===== config.mk =====
export PLATFORM = sky130hd
export DESIGN_NAME = gnb_ctrl
export DESIGN_NICKNAME = d
export VERILOG_FILES = /design/src/rtl/core/gnb_pkg.sv /design/src/rtl/core/gnb_ctrl.sv
export SDC_FILE = /design/constraint.sdc
export NUM_CORES = 1
export LEC_CHECK = 0
export BUFFER_PORTS_ARGS = -buffer_cell sky130_fd_sc_hd__clkbuf_2
export CAP_MARGIN = 10
export CORE_ASPECT_RATIO = 1.4
export CORE_MARGIN = 2
export CORE_UTILIZATION = 46
export CTS_BUF_LIST = sky130_fd_sc_hd__clkbuf_8
export DETAILED_ROUTE_END_ITERATION = 7
export GPL_TIMING_DRIVEN = 0
export PLACE_DENSITY = 0.76
export SLEW_MARGIN = 20
export SYNTH_ARGS = -nofsm -noshare
export SYNTH_HDL_FRONTEND = slang
export SYNTH_SLANG_ARGS = --single-unit

===== constraint.sdc =====
create_clock -name i_clk -period 1.9 [get_ports i_clk]
set_input_delay 0.475 -clock i_clk [delete_from_list [all_inputs] [get_ports i_clk]]
set_output_delay 0.475 -clock i_clk [all_outputs]
set_load 0.01 [all_outputs]

===== src/rtl/core/gnb_pkg.sv =====
package gnb_pkg;

    // model dimensions
    localparam int MAX_CLASSES = 8;
    localparam int MAX_ATTRS   = 16;

    localparam int CLS_W      = $clog2(MAX_CLASSES);
    localparam int ATTR_W     = $clog2(MAX_ATTRS);
    localparam int ENTRY_AW   = CLS_W + ATTR_W;
    localparam int ENTRY_DEPTH = MAX_CLASSES * MAX_ATTRS;

    // field and register widths
    localparam int VAL_W   = 32;
    localparam int SCORE_W = 48;
    localparam int PEN_W   = SCORE_W - 1;
    localparam int NC_W    = 4;
    localparam int NA_W    = 5;
    localparam int OP_W    = 2;

    // stream packing
    localparam int IN_FIELDS_W  = CLS_W + ATTR_W + 4 * VAL_W;
    localparam int IN_DATA_W    = ((IN_FIELDS_W + 7) / 8) * 8;
    localparam int OUT_FIELDS_W = CLS_W + SCORE_W;
    localparam int OUT_DATA_W   = ((OUT_FIELDS_W + 7) / 8) * 8;

    // config port
    localparam int APB_AW = 3;
    localparam int APB_DW = 32;

    typedef enum logic [0:0] {
        REG_NUM_CLASSES = 1'b0,
        REG_NUM_ATTRS   = 1'b1
    } t_reg;

    typedef enum logic [OP_W-1:0] {
        OP_LOAD_ENTRY = 2'd0,
        OP_LOAD_BIAS  = 2'd1,
        OP_FEATURE    = 2'd2,
        OP_NONE       = 2'd3
    } t_op;

    typedef enum logic [1:0] {
        S_IDLE,
        S_RUN,
        S_DRAIN,
        S_EMIT
    } t_state;

    typedef struct packed {
        logic              wr_entry;
        logic              wr_bias;
        logic              capture;
        logic              issue;
        logic [CLS_W-1:0]  cls;
        logic [ATTR_W-1:0] attr;
        logic              first;
        logic              emit;
    } t_dp_cmd;

    typedef struct packed {
        logic pipe_busy;
        logic out_free;
    } t_dp_sts;

endpackage


===== src/rtl/core/gnb_ctrl.sv =====
module gnb_ctrl (
    input  logic                      i_clk,
    input  logic                      i_rst_n,
    input  logic                      i_in_valid,
    input  gnb_pkg::t_op              i_op,
    input  logic [gnb_pkg::NC_W-1:0]  i_num_classes,
    input  logic [gnb_pkg::NA_W-1:0]  i_num_attrs,
    input  gnb_pkg::t_dp_sts          i_sts,
    output logic                      o_in_ready,
    output gnb_pkg::t_dp_cmd          o_cmd
);
    import gnb_pkg::*;

    t_state              r_state, n_state;
    logic [CLS_W-1:0]    r_cls;
    logic [ATTR_W-1:0]   r_attr;
    logic [ATTR_W-1:0]   r_item_attr;
    logic                r_first;
    logic                r_last;

    logic                w_accept;
    logic                w_feature;
    logic                w_cls_end;
    logic                w_last_attr;

    assign w_accept    = i_in_valid && (r_state == S_IDLE);
    assign w_feature   = w_accept && (i_op == OP_FEATURE);
    assign w_cls_end   = ({1'b0, r_cls} == (i_num_classes - NC_W'(1)));
    assign w_last_attr = (({1'b0, r_attr} + NA_W'(1)) >= i_num_attrs);

    // next state
    always_comb begin
        n_state = r_state;
        case (r_state)
            S_IDLE: begin
                if (w_feature) n_state = S_RUN;
            end
            S_RUN: begin
                if (w_cls_end) n_state = S_DRAIN;
            end
            S_DRAIN: begin
                if (!i_sts.pipe_busy) n_state = r_last ? S_EMIT : S_IDLE;
            end
            S_EMIT: begin
                if (i_sts.out_free) n_state = S_IDLE;
            end
            default: n_state = S_IDLE;
        endcase
    end

    // outputs
    always_comb begin
        o_in_ready     = 1'b0;
        o_cmd.wr_entry = 1'b0;
        o_cmd.wr_bias  = 1'b0;
        o_cmd.capture  = 1'b0;
        o_cmd.issue    = 1'b0;
        o_cmd.emit     = 1'b0;
        o_cmd.cls      = r_cls;
        o_cmd.attr     = r_item_attr;
        o_cmd.first    = r_first;
        case (r_state)
            S_IDLE: begin
                o_in_ready     = 1'b1;
                o_cmd.wr_entry = w_accept && (i_op == OP_LOAD_ENTRY);
                o_cmd.wr_bias  = w_accept && (i_op == OP_LOAD_BIAS);
                o_cmd.capture  = w_feature;
            end
            S_RUN: begin
                o_cmd.issue = 1'b1;
            end
            S_EMIT: begin
                o_cmd.emit = i_sts.out_free;
            end
            default: ;
        endcase
    end

    always_ff @(posedge i_clk) begin
        if (!i_rst_n) begin
            r_state     <= S_IDLE;
            r_cls       <= '0;
            r_attr      <= '0;
            r_item_attr <= '0;
            r_first     <= 1'b0;
            r_last      <= 1'b0;
        end else begin
            r_state <= n_state;
            if (w_feature) begin
                r_item_attr <= r_attr;
                r_first     <= (r_attr == '0);
                r_last      <= w_last_attr;
                r_attr      <= w_last_attr ? '0 : r_attr + ATTR_W'(1);
                r_cls       <= '0;
            end else if (r_state == S_RUN) begin
                r_cls <= r_cls + CLS_W'(1);
            end
        end
    end

endmodule


==> impl_metrics.py, run 1 <==
metrics = {
    "synthesis": {
        "syn_nets": 133,
        "synth_top_family_by_area": "simple AND/OR/NAND/NOR gates",
        "ys_ff_latch": 15,
        "synth_xor_area_share_pct": 7.62,
        "synthMuxAreaShare_pct": 2.18,
        "seq_area_frac_synth_pct": 32.7,
        "synth-simple-area-share_pct": 21.9,
        "synth_fa_ha_area_share_pct": 12.2,
        "yosysWarnings": 0,
        "synth_cell_types": 30,
        "synth_compound_area_share_pct": 16.7,
        "synthCells": 108,
        "avgSynthCellArea_um2": 8.52,
        "synth_area_um2": 920,
    },
    "setup_path": {
        "cp_max_fo": 5,
        "end_kind": "flip-flop",
        "start_kind": "flip-flop",
        "crit_type": "flip-flop to flip-flop",
        "slowest_stage": "dfxtp_4",
        "worstPathRequired_ns": 2.04,
        "cp_cell_sequence": "ha_4 > xor2_2 > ha_1 > a21o_1 > a31oi_4 > o211a_4 > a21oi_2 > and3b_1",
        "cp.arrival_ns": 2.02,
        "critPathMaxStageDelay_ns": 0.36,
    },
    "place": {
        "place.gp.congestion": 0.685,
        "portBuffers": 29,
        "place_area_um2": 1090,
        "dp_slack_ns": -0.160,
        "dp_cells": 158,
        "dp_hpwl_um": 1470,
    },
    "clocking": {
        "htreeDepth": 1,
        "cts.clk_slew.worst_paths_ns": 0.06,
        "cts_tree": "yes",
        "clkSinkCount": 15,
        "cts_buffer_depth": 2,
        "cts_buffers": 3,
        "insertion_delay_ns": 0.24,
        "cts.hold.buffers_added": 0,
        "cts_root_buf": "clkbuf_8",
    },
    "route": {
        "drtAntennaViolNets": 0,
        "drc_errors": 0,
        "routed_wirelength_um": 1890,
        "top_layer_used": "met4",
        "routed_via_density": 5.11,
        "drtIter0Drc": 5,
        "drt-met1-wl_um": 753,
        "drt_pass1_iterations": 4,
        "avgRoutedWirePerCell_um": 11.5,
        "dr_wl_met3_um": 62,
        "vias": 838,
        "wl_met2_um": 1050,
    },
    "pwr": {
        "p_seq_share_pct": 47.6,
        "peakVddDrop_mv": 0.567,
        "p_per_area_nw_per_um2": 577,
        "p_leak_nw": 0.599,
        "power_switching_w": 0.000172,
        "clkPwrFrac_pct": 35.8,
        "switching_share_pct": 24.8,
        "power.internal_w": 0.000519,
        "pwr-share-comb_pct": 16.6,
    },
    "die": {
        "ios": 30,
        "start_util_pct": 47.8,
        "die_width_um": 41.8,
        "num_rows": 19,
        "dieArea_um2": 2380,
        "die_h_um": 56.9,
        "core_um2": 1930,
    },
    "sta": {
        "max_freq_ghz": 0.531,
        "setup_slack_ns": 0.0169,
        "fin_crit_sh_pct": 99.1,
        "hold_violations": 0,
        "worst_pin_slew_ns": 0.325,
        "setup_viol": 0,
        "slew_violations": 0,
        "fin_crit_ns": 1.88,
        "rsz0062_at_grt": "yes",
        "relSlewSlack_pct": 78.3,
        "setup_tns_ns": 0,
        "skew_ns": 0.00217,
    },
    "finish": {
        "stdcell_count": 164,
        "final_util_pct": 62.2,
        "diodes": 0,
        "final_nets": 169,
        "synthToLayoutAreaGrowth_pct": 30.3,
        "num-fill-cells": 178,
        "fin_area_um2": 1200,
        "drive_above_1_share_pct": 33.6,
    },
    "flow_run": {
        "cap_violations": 0,
    },
    "global_routing": {
        "antenna_found_initial": 0,
        "gr-total-overflow": 0,
        "gr-usage-all-layers_pct": 17.0,
        "grt_start_max_net_pins": 11,
        "grt_first_pass_wirelength_um": 3170,
        "grt_pass1_vias": 799,
    },
    "worst_hold_path": {
        "hp-class": "flip-flop to flip-flop",
    },
    "outcome": {
        "outcome": "complete, no violations",
    },
}
-- per-stage QoR --
step	hold WS, ns	power, W
floorplan	0.441	0.000402
global placement	0.451	0.000437
detailed placement	0.456	0.000443
CTS	0.464	0.000698
global route	0.481	0.000723
finish	0.460	0.000691
-- power by group through the flow --
stage	sequential, W	combinational [W]	clock [W]
final	0.000329	0.000115	0.000247
after global routing	0.000329	0.000129	0.000264
after CTS	0.000330	0.000114	0.000254
after detailed placement	0.000337	0.000107	0
after global placement	0.000336	0.000100	0
after floorplan	0.000336	0.0000658	0
-- worst paths after layout --
check	end	depth (start not counted)	from	slack, ns
hold / removal	r_first	2	r_first	0.46
hold reg to reg	r_first	2	r_first	0.46
setup reg to reg	r_attr[2]	8	r_attr[0]	0.02
setup / recovery	r_attr[2]	8	r_attr[0]	0.02
-- layer usage --
layer	up-vias	global-route usage, %
li1	434	-
met5	-	0
met2	19	34.2
met3	2	2.25
met1	383	17.2
met4	0	5.53
-- state kept, by name (all words and copies together), names as in the netlist --
| name | cells |
|---|---|
| r_attr | 4 |
| r_first | 1 |
| r_last | 1 |
| r_cls | 3 |
| r_state | 2 |
| r_item_attr | 4 |
-- worst max-delay path: cells and delay by family (launching register included) --
| family | cells | cell delay (ns) |
|---|---|---|
| compound gates | 4 | 0.62 |
| fa+ha+maj | 2 | 0.48 |
| flops | 1 | 0.36 |
| simple gates | 1 | 0.17 |
| xor+xnor | 1 | 0.14 |
-- area by class of cell --
class	count	area, µm²	area share, %
Inverter	10	40.0	3.34
Buffer	4	21.3	1.77
Multi-Input combinational cell	79	597	49.8
Timing Repair Buffer	31	160	13.4
Clock buffer	3	41.3	3.44
Tap cell	21	26.3	2.19
Clock inverter	1	3.75	0.313
Sequential cell	15	309	25.8
-- logic make-up (layout without fill, tap and decap cells) --
group                    after synthesis  count (layout)
flip-flops                            15              15
AND/OR/NAND/NOR                       38              38
buffers and inverters                 14              49
multiplexers                           2               2
XOR/XNOR                               8               8
adder cells (fa/ha/maj)                9               9
AO/OA/AOI/OAI                         22              22
-- repair_timing --
item                       4_1_cts  5_1_grt
buffers inserted                 1        1
gates resized for setup          7        5
pin swaps                        2        1
setup endpoints to repair        5        4
-- cell usage after synthesis --
cell	n	area [µm²]
buf_2	2	10.0
a21oi_1	4	20.0
nand2_1	16	60.1
nor3b_1	1	7.51
a21boi_0	7	52.6
nor3_1	3	15.0
xnor2_1	5	43.8
inv_4	1	6.26
a22oi_1	1	7.51
a21o_1	1	7.51
buf_4	1	7.51
o211a_1	1	10.0
clkbuf_1	1	3.75
nand4b_4	1	23.8
nand3_1	3	15.0
o211a_4	1	17.5
nand2b_1	1	6.26
ha_1	9	113
nor2_1	6	22.5
a31oi_1	1	6.26
nor2_4	1	11.3
and3b_1	1	8.76
o21ai_0	5	25.0
mux2i_1	2	20.0
nor2b_1	3	18.8
inv_1	9	33.8
and3_1	2	12.5
dfxtp_1	15	300
o211ai_1	1	7.51
xor2_1	3	26.3
-- layout by cell type (no fill, tap or decap), types with 2 or more instances in the layout --
cell type  Yosys  final
xnor2_1        5      5
inv_1          9     10
buf_4          1      3
dfxtp_1       15     12
and3_1         2      2
xor2_1         3      2
a21boi_0       7      6
dfxtp_4        0      2
nor3_1         3      3
nand2_1       16     16
nor2b_1        3      3
ha_1           9      8
o21ai_0        5      5
nor2_1         6      6
a21oi_1        4      3
clkbuf_2       0     29
buf_2          2      2
clkbuf_8       0      3
nand3_1        3      3
mux2i_1        2      2
Power figures use the tool's default switching activity.
==> run 2: changes to the inputs <==
--- a/config.mk
+++ b/config.mk
@@ -7,7 +7,6 @@
 export LEC_CHECK = 0
 export BUFFER_PORTS_ARGS = -buffer_cell sky130_fd_sc_hd__clkbuf_2
 export CAP_MARGIN = 10
-export CORE_ASPECT_RATIO = 1.4
 export CORE_MARGIN = 2
 export CORE_UTILIZATION = 46
 export CTS_BUF_LIST = sky130_fd_sc_hd__clkbuf_8
==> run 2 against run 1 <==
  * Highest routed layer unchanged
  * Via count up 0.36%
  * Routed wire length up 7.2%
  * Die area down 0.23%
  * Total power up 3.4%
  * Clock skew about the same
  * Critical path type unchanged
  * Largest cell class unchanged
  * Global-route usage up 0.17 points
  * Setup slack worse by 0.0063 ns
  * Largest power group unchanged
==> impl_metrics.py, run 2 (synthesis results as in run 1) <==
metrics = {
    "clocking": {
        "cts.hold.buffers_added": 0,
        "clkSinkCount": 15,
        "htreeDepth": 1,
        "cts.clk_slew.worst_paths_ns": 0.06,
        "cts_buffer_depth": 2,
        "cts_root_buf": "clkbuf_8",
        "cts_tree": "yes",
        "cts_buffers": 3,
        "insertion_delay_ns": 0.25,
    },
    "sta": {
        "holdWs_ns": 0.462,
        "setup_tns_ns": 0,
        "skew_ns": 0.00234,
        "setup_viol": 0,
        "fin_crit_ns": 1.89,
        "setup_slack_ns": 0.0106,
        "worst_pin_slew_ns": 0.360,
        "rsz0062_at_grt": "yes",
        "max_freq_ghz": 0.529,
        "slew_violations": 0,
        "relSlewSlack_pct": 76.0,
        "fin_crit_sh_pct": 99.4,
        "hold_violations": 0,
    },
    "finish": {
        "synthToLayoutAreaGrowth_pct": 33.2,
        "num-fill-cells": 170,
        "fin_area_um2": 1220,
        "regArea_um2": 305,
        "multi_input_area_um2": 618,
        "reg.largest.list": "r_attr: 4 flops, r_item_attr: 4 flops, r_cls: 3 flops",
        "drive_above_1_share_pct": 35.0,
        "diodes": 0,
        "final_nets": 169,
        "final_cell_mix": "clkbuf_2, nand2_1, dfxtp_1",
        "final_common_cell": "clkbuf_2",
    },
    "worst_hold_path": {
        "min_to": "r_first",
        "hp-class": "flip-flop to flip-flop",
        "hold_depth": 2,
        "min_from": "r_first",
    },
    "route": {
        "drtIter0Drc": 20,
        "routed_via_density": 4.95,
        "drc_errors": 0,
        "drtAntennaViolNets": 0,
        "vias": 841,
        "routed_wirelength_um": 2030,
        "drt_pass1_iterations": 4,
        "avgRoutedWirePerCell_um": 11.9,
    },
    "pwr": {
        "p_leak_nw": 0.598,
        "pwr-share-comb_pct": 17.0,
        "peakVddDrop_mv": 0.330,
        "power.internal_w": 0.000527,
        "power_switching_w": 0.000188,
        "p_seq_share_pct": 46.1,
        "clkPwrFrac_pct": 36.8,
        "switching_share_pct": 26.3,
        "p_per_area_nw_per_um2": 583,
    },
    "setup_path": {
        "worst-path-buf-inv": 0,
        "cp.depth": 8,
        "critPathMaxStageDelay_ns": 0.37,
        "end_kind": "flip-flop",
        "cp_cell_sequence": "ha_4 > xor2_1 > ha_1 > a21o_1 > a31oi_4 > o211a_4 > a21oi_2 > and3b_1",
        "worstPathRequired_ns": 2.10,
        "reg2reg_slack_ns": 0.01,
        "reg2regPathDepth": 8,
        "worstReg2RegStart": "r_attr[0]",
        "cp.arrival_ns": 2.09,
        "start_kind": "flip-flop",
        "timing.rr.end": "r_attr[2]",
        "path_delay_family": "compound AO/OA/AOI/OAI gates",
        "slowest_stage": "dfxtp_4",
        "cp_max_fo": 5,
        "crit_type": "flip-flop to flip-flop",
    },
    "place": {
        "dp_slack_ns": -0.0695,
        "place_area_um2": 1100,
        "dp_hpwl_um": 1440,
        "portBuffers": 29,
        "place.gp.congestion": 0.796,
    },
    "global_routing": {
        "antenna_found_initial": 0,
        "gr-total-overflow": 0,
        "grt_first_pass_wirelength_um": 3170,
        "gr-usage-all-layers_pct": 17.1,
        "grt_pass1_vias": 774,
        "grt_start_max_net_pins": 11,
    },
    "die": {
        "start_util_pct": 47.9,
        "dieArea_um2": 2370,
        "die_width_um": 48.7,
        "ios": 30,
        "core_um2": 1920,
        "num_rows": 16,
        "die_h_um": 48.7,
    },
    "outcome": {
        "outcome": "complete, no violations",
    },
    "flow_run": {
        "cap_violations": 0,
    },
}
run 2: cell count changes in the layout (fill, tap and decap cells not counted), sizes merged:
cell,change
clkinv,+1
inv,-1
run 2: metal layers:
metal | vias to the layer above | track usage, % | share of wire (%)
met5 | - | 0 | 0
met4 | 0 | 12.9 | 2.5
met3 | 5 | 2.16 | 3.4
met2 | 21 | 29.2 | 51
met1 | 383 | 19.4 | 43
li1 | 432 | - | -
run 2: metrics by stage:
step                      instances  util, %  power, W
after detailed placement        164     57.2  0.000443
after global placement          164     57.2  0.000437
after floorplan                 108        -  0.000402
final                           170     63.7  0.000715
after global routing            170     63.7  0.000745
after CTS                       168     60.2  0.000706
run 2: worst reg2reg max path, stage by stage, from the launching register on:
cell     delay, ns
dfxtp_4       0.37
ha_4          0.18
xor2_1        0.14
ha_1          0.31
a21o_1        0.19
a31oi_4       0.16
o211a_4       0.21
a21oi_2       0.06
and3b_1       0.20
run 2: power groups by stage:
stage,clock (W),sequential (W),combinational (W)
3_5_place_dp,0,0.000336,0.000106
6_report,0.000263,0.000330,0.000122
5_1_grt,0.000279,0.000331,0.000135
2_1_floorplan,0,0.000336,0.0000658
3_3_place_gp,0,0.000336,0.000101
4_1_cts,0.000268,0.000330,0.000109
run 2: how the worst max path moves through the flow:
stage               from         to  slack, ns
3_5_place_dp   r_attr[0]  r_attr[2]      -0.07
6_report       r_attr[0]  r_attr[2]       0.01
3_3_place_gp   r_attr[0]  r_attr[2]      -0.06
5_1_grt        r_attr[0]  r_attr[2]      -0.06
2_1_floorplan  r_attr[0]  r_attr[2]       0.06
4_1_cts        r_attr[0]  r_attr[2]      0.007
run 2: cell type report:
type	instances	share of cell area, %
buffer	4	1.74
clock buffer	3	3.37
clock inverter	1	0.409
inverter	10	3.27
multi-input combinational	79	50.5
sequential	15	24.9
tap	27	2.76
timing repair buffer	31	13.1
run 2: timing repair:
action                                  in CTS  in global routing
endpoints found under the setup margin       4                  4
gates resized for setup                      4                  8
setup buffers                                0                  2
pin swaps                                    0                  2
endpoints found under the hold margin        0                  0
==> run 3: changes to the inputs <==
--- a/config.mk
+++ b/config.mk
@@ -8,11 +8,10 @@
 export BUFFER_PORTS_ARGS = -buffer_cell sky130_fd_sc_hd__clkbuf_2
 export CAP_MARGIN = 10
 export CORE_MARGIN = 2
-export CORE_UTILIZATION = 46
-export CTS_BUF_LIST = sky130_fd_sc_hd__clkbuf_8
+export CORE_UTILIZATION = 44
 export DETAILED_ROUTE_END_ITERATION = 7
 export GPL_TIMING_DRIVEN = 0
-export PLACE_DENSITY = 0.76
+export PLACE_DENSITY = 0.75
 export SLEW_MARGIN = 20
 export SYNTH_ARGS = -nofsm -noshare
 export SYNTH_HDL_FRONTEND = slang
==> run 3 against run 2 <==
  * Non-clock buffer count grew 1
  * Setup slack gained 0.032 ns
  * Global-route usage shrank 1.8 points
==> impl_metrics.py, run 3 (synthesis results as in run 1) <==
metrics = {
    "sta": {
        "setup_tns_ns": 0,
        "rsz0062_at_grt": "yes",
        "worst_pin_slew_ns": 0.353,
        "setup_viol": 0,
        "slew_violations": 0,
        "max_freq_ghz": 0.538,
        "relSlewSlack_pct": 76.4,
        "fin_crit_ns": 1.86,
        "hold_violations": 0,
        "fin_crit_sh_pct": 97.8,
        "skew_ns": 0.00548,
    },
    "finish": {
        "fin_area_um2": 1200,
        "synthToLayoutAreaGrowth_pct": 31.0,
        "regArea_um2": 309,
        "diodes": 0,
        "final_cell_mix": "clkbuf_2, nand2_1, dfxtp_1",
        "reg.largest.list": "r_attr: 4 flops, r_item_attr: 4 flops, r_cls: 3 flops",
        "final_common_cell": "clkbuf_2",
        "drive_above_1_share_pct": 35.4,
        "final_nets": 170,
        "multi_input_area_um2": 606,
        "num-fill-cells": 185,
    },
    "die": {
        "core_um2": 1960,
        "dieArea_um2": 2470,
        "ios": 30,
        "start_util_pct": 46.9,
        "num_rows": 16,
        "die_width_um": 49.7,
        "die_h_um": 49.7,
    },
    "worst_hold_path": {
        "hold_depth": 2,
        "hp-class": "input pin to flip-flop",
        "min_from": "i_rst_n",
        "min_to": "r_item_attr[2]",
    },
    "outcome": {
        "outcome": "complete, no violations",
    },
    "route": {
        "drc_errors": 0,
        "routed_via_density": 5.08,
        "drtIter0Drc": 8,
        "drt_pass1_iterations": 4,
        "drtAntennaViolNets": 0,
        "vias": 869,
        "routed_wirelength_um": 1890,
        "avgRoutedWirePerCell_um": 11.1,
    },
    "pwr": {
        "peakVddDrop_mv": 0.304,
        "p_leak_nw": 0.594,
        "p_per_area_nw_per_um2": 522,
    },
    "setup_path": {
        "end_kind": "flip-flop",
        "critPathMaxStageDelay_ns": 0.37,
        "cp.depth": 8,
        "crit_type": "flip-flop to flip-flop",
        "path_delay_family": "compound AO/OA/AOI/OAI gates",
        "reg2reg_slack_ns": 0.04,
        "worstPathRequired_ns": 2.13,
        "cp.arrival_ns": 2.09,
        "worstReg2RegStart": "r_attr[1]",
        "start_kind": "flip-flop",
        "cp_cell_sequence": "ha_4 > xor2_1 > ha_1 > a21o_1 > a31oi_2 > o211a_4 > a21oi_2 > and3b_1",
        "timing.rr.end": "r_attr[2]",
        "cp_max_fo": 5,
        "reg2regPathDepth": 8,
        "slowest_stage": "dfxtp_4",
        "worst-path-buf-inv": 0,
    },
    "clocking": {
        "clkSinkCount": 15,
        "cts_tree": "yes",
        "cts_buffer_depth": 2,
        "cts.clk_slew.worst_paths_ns": 0.10,
        "htreeDepth": 1,
        "cts_root_buf": "clkbuf_4",
        "insertion_delay_ns": 0.28,
        "cts_buffers": 3,
        "cts.hold.buffers_added": 0,
    },
    "flow_run": {
        "cap_violations": 0,
    },
    "global_routing": {
        "grt_first_pass_wirelength_um": 2990,
        "grt_pass1_vias": 754,
        "antenna_found_initial": 0,
        "gr-usage-all-layers_pct": 15.3,
        "gr-total-overflow": 0,
        "grt_start_max_net_pins": 11,
    },
    "place": {
        "dp_hpwl_um": 1410,
        "place.gp.congestion": 0.769,
        "portBuffers": 29,
        "place_area_um2": 1100,
    },
}
run 3: changes by cell type in the layout (fill, tap and decap cells not counted), sizes merged:
| cell | delta |
|---|---|
| buf | +1 |
run 3: how the worst max path moves through the flow:
stage	start	end	slack (ns)
4_1_cts	r_attr[1]	r_attr[2]	0.01
6_report	r_attr[1]	r_attr[2]	0.04
3_5_place_dp	r_attr[0]	r_attr[2]	-0.11
2_1_floorplan	r_attr[0]	r_attr[2]	0.06
3_3_place_gp	r_attr[0]	r_attr[2]	-0.06
5_1_grt	r_attr[1]	r_attr[2]	-0.03
run 3: worst register-to-register path, stage by stage (launching register included):
cell and delay [ns]:
dfxtp_4 0.37, ha_4 0.17, xor2_1 0.14, ha_1 0.29, a21o_1 0.17, a31oi_2 0.18
o211a_4 0.22, a21oi_2 0.06, and3b_1 0.20
run 3: area by class of cell:
type	instances	area share, %
tap	27	2.80
sequential	15	25.6
clock inverter	1	0.415
buffer	4	1.77
timing repair buffer	32	13.9
inverter	10	3.32
clock buffer	3	1.87
multi-input combinational	79	50.3
run 3: per-layer routing:
| layer | up-vias | global-route usage, % | part of all wire, % |
|---|---|---|---|
| met1 | 416 | 17.6 | 42 |
| met2 | 16 | 28.7 | 53 |
| met4 | 0 | 5.56 | 1.8 |
| met5 | - | 0 | 0 |
| met3 | 4 | 1.82 | 2.7 |
| li1 | 433 | - | - |
run 3: stage by stage:
step,power [W],worst slack (ns),std cells,hold slack [ns],utilization (%)
4_1_cts,0.000626,0.0119,170,0.451,58.7
3_5_place_dp,0.000442,-0.109,164,0.459,56.0
6_report,0.000629,0.0427,171,0.442,61.4
2_1_floorplan,0.000402,0.0595,108,0.441,-
5_1_grt,0.000667,-0.0317,171,0.457,61.4
3_3_place_gp,0.000437,-0.0644,164,0.449,56.0
run 3: report_power, final:
group / switching (W) / internal (W)
clock network: 0.000107 / 0.0000781
registers: 0.00000799 / 0.000319
logic: 0.0000584 / 0.0000581
total: 0.000173 / 0.000456
run 3: what timing repair did:
item,CTS,global route
pin swaps,1,0
buffers inserted,2,1
gates resized for setup,4,7
setup endpoints to repair,4,4
